File: src/rcc_pkg.sv
// ----------------------------------------------------------------------------
// rcc_pkg: shared types and constants of the grid ray caster
// Field structs, status and operation codes, fixed-point formats, widths.
// ----------------------------------------------------------------------------
`default_nettype none

package rcc_pkg;

   // Map and fixed-point formats
   localparam int MAP_BITS   = 6;
   localparam int MAP_SIZE   = 1 << MAP_BITS;
   localparam int MAP_DEPTH  = MAP_SIZE * MAP_SIZE;
   localparam int FRAC_BITS  = 16;
   localparam int MAX_STEPS  = 128;
   localparam int STEP_W     = $clog2(MAX_STEPS + 1);
   localparam int DIST_W     = 8 + FRAC_BITS;
   localparam int RAY_W      = 33;
   localparam int CAM_W      = 30;
   localparam int DIV_W      = 40;
   localparam int DEN_W      = 33;
   localparam int CELL_W     = MAP_BITS + 2;

   localparam logic [DIST_W-1:0] DMAX      = {DIST_W{1'b1}};
   localparam logic [7:0]        WALL_CODE = 8'd49;
   localparam logic [15:0]       LH_MAX    = 16'hFFFF;

   // Configuration register indexes
   localparam int CSR_IDX_W = 3;
   localparam int CSR_DATA_W = 22;
   localparam logic [CSR_IDX_W-1:0] CSR_POS_X   = 3'd0;
   localparam logic [CSR_IDX_W-1:0] CSR_POS_Y   = 3'd1;
   localparam logic [CSR_IDX_W-1:0] CSR_DIR_X   = 3'd2;
   localparam logic [CSR_IDX_W-1:0] CSR_DIR_Y   = 3'd3;
   localparam logic [CSR_IDX_W-1:0] CSR_PLANE_X = 3'd4;
   localparam logic [CSR_IDX_W-1:0] CSR_PLANE_Y = 3'd5;
   localparam logic [CSR_IDX_W-1:0] CSR_WIDTH   = 3'd6;
   localparam logic [CSR_IDX_W-1:0] CSR_HEIGHT  = 3'd7;

   // Operation codes
   localparam logic OP_MAP_WRITE = 1'b0;
   localparam logic OP_CAST      = 1'b1;

   // Status codes
   localparam logic [1:0] STATUS_HIT     = 2'd0;
   localparam logic [1:0] STATUS_WRITTEN = 2'd1;
   localparam logic [1:0] STATUS_NO_WALL = 2'd2;

   typedef struct packed {
      logic        operation;
      logic [10:0] column;
      logic [5:0]  cell_x;
      logic [5:0]  cell_y;
      logic [7:0]  cell_value;
   } req_type;

   typedef struct packed {
      logic [10:0] column_out;
      logic [1:0]  status;
      logic        hit_side;
      logic [5:0]  hit_cell_x;
      logic [5:0]  hit_cell_y;
      logic [15:0] line_height;
      logic [10:0] draw_start;
      logic [10:0] draw_end;
      logic [7:0]  texture_index;
      logic [15:0] wall_fraction;
   } rsp_type;

endpackage

`default_nettype wire

File: src/rcc_divider.sv
// ----------------------------------------------------------------------------
// rcc_divider: shared iterative unsigned divider
// Restoring division, one quotient bit per cycle.
// ----------------------------------------------------------------------------
`default_nettype none

module rcc_divider
   import rcc_pkg::*;
(
   input  wire logic             clock,
   input  wire logic             reset,
   input  wire logic             start,
   input  wire logic [DIV_W-1:0] num,
   input  wire logic [DEN_W-1:0] den,
   output logic                  done,
   output logic      [DIV_W-1:0] quo
);

   localparam int CNT_W = $clog2(DIV_W + 1);

   logic             busy_ff, busy_in;
   logic             done_ff, done_in;
   logic [CNT_W-1:0] cnt_ff, cnt_in;
   logic [DIV_W-1:0] quo_ff, quo_in;
   logic [DEN_W-1:0] rem_ff, rem_in;
   logic [DEN_W-1:0] den_ff, den_in;
   logic [DEN_W:0]   shifted;
   logic [DEN_W+1:0] trial;

   // One restoring step
   assign shifted = {rem_ff, quo_ff[DIV_W-1]};
   assign trial   = {1'b0, shifted} - {2'b0, den_ff};

   always_comb begin
      busy_in = busy_ff;
      done_in = 1'b0;
      cnt_in  = cnt_ff;
      quo_in  = quo_ff;
      rem_in  = rem_ff;
      den_in  = den_ff;
      if (start) begin
         busy_in = 1'b1;
         cnt_in  = '0;
         quo_in  = num;
         rem_in  = '0;
         den_in  = den;
      end else if (busy_ff) begin
         quo_in = {quo_ff[DIV_W-2:0], ~trial[DEN_W+1]};
         rem_in = trial[DEN_W+1] ? shifted[DEN_W-1:0] : trial[DEN_W-1:0];
         cnt_in = cnt_ff + 1'b1;
         if (cnt_ff == CNT_W'(DIV_W - 1)) begin
            busy_in = 1'b0;
            done_in = 1'b1;
         end
      end
   end

   always_ff @(posedge clock) begin
      if (reset) begin
         busy_ff <= 1'b0;
         done_ff <= 1'b0;
      end else begin
         busy_ff <= busy_in;
         done_ff <= done_in;
      end
      cnt_ff <= cnt_in;
      quo_ff <= quo_in;
      rem_ff <= rem_in;
      den_ff <= den_in;
   end

   assign done = done_ff;
   assign quo  = quo_ff;

   // Assertions
   a_no_restart: assert property (@(posedge clock) disable iff (reset)
      start |-> !busy_ff) else $error("divider started while busy");
   a_done_after_busy: assert property (@(posedge clock) disable iff (reset)
      done_ff |-> $past(busy_ff)) else $error("divider done without work");
   a_rem_below_den: assert property (@(posedge clock) disable iff (reset)
      (busy_ff && cnt_ff != '0) |-> rem_ff < den_ff) else $error("remainder overflow");

endmodule

`default_nettype wire

File: config.mk
export PLATFORM = sky130hd
export DESIGN_NAME = rcc_divider
export DESIGN_NICKNAME = d
export VERILOG_FILES = /design/src/rcc_pkg.sv /design/src/rcc_divider.sv
export SDC_FILE = /design/constraint.sdc
export NUM_CORES = 1
export LEC_CHECK = 0
export ABC_AREA = 0
export BUFFER_PORTS_ARGS = -buffer_cell sky130_fd_sc_hd__buf_2
export CORE_UTILIZATION = 51
export CTS_CLUSTER_DIAMETER = 30
export DETAILED_ROUTE_END_ITERATION = 8
export PLACE_DENSITY = 0.75
export SYNTH_ARGS = -nofsm -noshare
export SYNTH_HDL_FRONTEND = slang
export SYNTH_SLANG_ARGS = --single-unit
File: constraint.sdc
create_clock -name clock -period 3.3 [get_ports clock]
set_input_delay 0.66 -clock clock [delete_from_list [all_inputs] [get_ports clock]]
set_output_delay 0.66 -clock clock [all_outputs]
set_load 0.01 [all_outputs]
==> impl_metrics.csv <==
group,metric,value,unit
synthesis,avgSynthCellArea,10.0,µm²
synthesis,ys.flop_type,"edfxtp_1",
synthesis,syn_area,6420,µm²
clocking,cts_made_buffers,17,
sta,rsz0062_at_grt,"false",
drt,top_layer_used,"met4",
worst_setup_path,critPathMaxStageDelay,0.52,ns
placed_design,placed_area,7230,µm²
worst_setup_path,cp-start-kind,"flip-flop",
drt,wl_per_cell,16.4,µm
drt,firstDrtPassIters,6,
synthesis,async_reset_ff_frac,0,
global_route,grt-ovfl-total,0,
sta,finalSetupViolCount,0,
clocking,clk_pin_slew,0.06,ns
sta,slew_viol_final,0,
drt,vias,5318,
clocking,clock-sinks,114,
sta,clock_skew,0.0155,ns
clocking,clk_path_buf_depth,2,
die,dieArea,13000,µm²
cells_and_area,drive_gt1_frac,0.278,
die,pin_count,117,
drt,drtIter0Drc,637,
hold_path,hp-class,"input port to flip-flop",
worst_setup_path,required,3.62,ns
worst_setup_path,critPathCaptureType,"flip-flop",
worst_setup_path,crit_chain,"inv_1, ha_2, inv_2, fa_2, a21o_1, a311oi_2, or4b_4, a211o_1, a31oi_4, a211oi_2, buf_4, or3_1, a311oi_1",
synthesis,synth_edf_count,73,
die,rows,40,
global_route,grt_start_max_net_pins,98,
synthesis,syn_nets,751,
cells_and_area,multiInputGateArea,3140,µm²
cells_and_area,n_fill_cell,958,
status,status,"finished clean",
placed_design,dp_hpwl,10800,µm
clocking,clock_latency,0.42,ns
synthesis,postSynthCellCount,640,
cells_and_area,n_antenna_cell,0,
worst_setup_path,cpLargestDelayFamily,"compound AO/OA/AOI/OAI gates",
clocking,ctsHoldBuffers,0,
drt,route.detailed.drc,0,
synthesis,synth.distinct_cells,58,
sta,period_needed,3.17,ns
synthesis,ys_warn_count,0,
placed_design,numPortBuffers,116,
drt,dr_wl_met3,1210,µm
sta,maxClockFrequency,316,MHz
drt,dr_wl_met2,7120,µm
drt,vias_per_cell,5.66,
placed_design,place.gp.congestion,0.908,
synthesis,ys_ff_latch,114,
drt,met1_length,6690,µm
die,die_h,114,µm
clocking,cts_tree,"yes",
cells_and_area,fin_area,7890,µm²
clocking,h-tree-depth,4,
global_route,first_global_vias,5217,
worst_setup_path,cp_num_buf_inv,3,
worst_setup_path,crit_type,"flip-flop to flip-flop",
die,initial_core_util,0.528,
worst_setup_path,crit_path_top_delay_cell,"or4b_4",
power_and_ir_drop,ir_worst_vdd,0.445,mV
sta,slew_headroom,0.596,
worst_setup_path,cp.arrival,3.49,ns
drt,ant_nets,0,
cells_and_area,nets,869,
sta,tightest_slew,0.605,ns
synthesis,seq_area_frac_synth,0.469,
sta,fin_crit_sh,0.960,
die,dieWidth,114,µm
power_and_ir_drop,power_density,564,nW/µm²
cells_and_area,area_delta_synth_final,22.8,%
cells_and_area,seqCellArea,3010,µm²
worst_setup_path,crit_path_max_fanout,4,
sta,timing.setup.tns,0,ns
global_route,grt.total_usage,0.247,
clocking,cts-root-buf,"clkbuf_16",
global_route,antenna_found_initial,0,
die,core,12200,µm²
global_route,grt_pass1_wl,25000,µm
drt,routed_wl,15400,µm
flow_run,cap_viol_max_count,0,
sta,hold_viol_final,0,
power_and_ir_drop,power.leakage,3.28,nW
final timing paths:
kind | cells past startpoint | endpoint | startpoint | slack (ns)
worst max register to register | 13 | rem_ff[6]$_SDFFE_PP0P_ | quo[39]$_DFFE_PP_ | 0.13
worst max-delay path | 13 | rem_ff[6]$_SDFFE_PP0P_ | quo[39]$_DFFE_PP_ | 0.13
worst min-delay path | 1 | den_ff[28]$_DFFE_PP_ | den[28] | 0.41
worst min register to register | 2 | cnt_ff[5]$_SDFFE_PP0P_ | cnt_ff[5]$_SDFFE_PP0P_ | 0.50
cells in the mapped netlist, types with 2 or more instances:
| library cell | number | area (µm²) |
|---|---|---|
| a211o_1 | 2 | 17.5 |
| a211oi_1 | 11 | 82.6 |
| a21o_1 | 8 | 60.1 |
| a21oi_1 | 35 | 175 |
| a311oi_1 | 22 | 193 |
| a31o_2 | 2 | 17.5 |
| a31oi_1 | 3 | 18.8 |
| a41oi_1 | 2 | 17.5 |
| and2_1 | 2 | 12.5 |
| and3_1 | 8 | 50.1 |
| buf_1 | 2 | 7.51 |
| buf_4 | 3 | 22.5 |
| clkbuf_1 | 26 | 97.6 |
| dfxtp_1 | 41 | 821 |
| edfxtp_1 | 73 | 2190 |
| ha_1 | 34 | 425 |
| inv_1 | 42 | 158 |
| mux2_2 | 40 | 450 |
| mux2i_1 | 7 | 70.1 |
| nand2_1 | 68 | 255 |
| nand2b_1 | 5 | 31.3 |
| nand3_1 | 13 | 65.1 |
| nand3b_1 | 2 | 15.0 |
| nand4_1 | 10 | 62.6 |
| nor2_1 | 62 | 233 |
| nor3_1 | 7 | 35.0 |
| nor4_1 | 3 | 18.8 |
| o2111ai_1 | 2 | 17.5 |
| o211ai_1 | 6 | 45.0 |
| o21a_1 | 5 | 37.5 |
| o21ai_0 | 32 | 160 |
| o21bai_1 | 2 | 15.0 |
| o31ai_1 | 5 | 37.5 |
| or3_1 | 4 | 25.0 |
| xnor2_1 | 14 | 123 |
| xor2_1 | 15 | 131 |
registers in the layout, summed over array words and instances, names as in the netlist:
| name | cells |
|---|---|
| done | 1 |
| quo | 40 |
| busy_ff | 1 |
| cnt_ff | 6 |
| den_ff | 33 |
| rem_ff | 33 |
repair_timing:
action	CTS	global route
setup endpoints to repair	1	29
resized for setup	1	9
buffers inserted	0	1
pin swaps	0	9
layout by cell type (no fill, tap or decap), types with 10 or more instances in the layout:
| cell type | n |
|---|---|
| buf_2 | 115 |
| edfxtp_1 | 73 |
| nand2_1 | 68 |
| nor2_1 | 62 |
| inv_1 | 41 |
| mux2_2 | 40 |
| dfxtp_1 | 40 |
| a21oi_1 | 35 |
| ha_1 | 33 |
| o21ai_0 | 32 |
| a311oi_1 | 20 |
| clkbuf_16 | 17 |
| xor2_1 | 15 |
| xnor2_1 | 14 |
| nand3_1 | 13 |
| a211oi_1 | 11 |
| buf_4 | 11 |
| nand4_1 | 10 |
final cells by class:
type	count	area share
Multi-Input combinational cell	451	0.398
Sequential cell	114	0.382
Timing Repair Buffer	131	0.0961
Clock buffer	21	0.0558
Tap cell	168	0.0266
Clock inverter	11	0.0209
Inverter	43	0.0205
where the power goes:
part | switching, mW | internal (mW) | total, mW
Sequential | 0.0756 | 1.66 | 1.73
Clock | 0.631 | 1.26 | 1.89
Combinational | 0.471 | 0.360 | 0.831
Total | 1.18 | 3.27 | 4.45
layer usage:
metal,vias to the layer above,track usage
li1,2592,-
met1,2467,0.307
met3,27,0.0757
met5,-,0
met4,0,0.116
met2,232,0.392
per-stage QoR:
stage / instances / setup WS, ns / power, mW / utilization / hold slack (ns)
6_report: 939 / 0.133 / 4.45 / 0.649 / 0.411
5_1_grt: 939 / 0.0174 / 4.63 / 0.649 / 0.399
4_1_cts: 938 / 0.000116 / 4.46 / 0.645 / 0.395
3_5_place_dp: 906 / 0.0103 / 2.56 / 0.595 / 0.492
3_3_place_gp: 906 / 0.141 / 2.54 / 0.595 / 0.467
2_1_floorplan: 640 / 0.113 / 2.30 / - / 0.453
cell families after synthesis:
family | share of synthesized area
AOI/OAI and AO/OA | 0.162
xor gates and xnor gates | 0.0395
adders and majority gates | 0.0694
buffers and inverters | 0.0468
DFF | 0.469
muxes | 0.0810
and+or+nand+nor | 0.132
(Power assumes the default switching activity.)
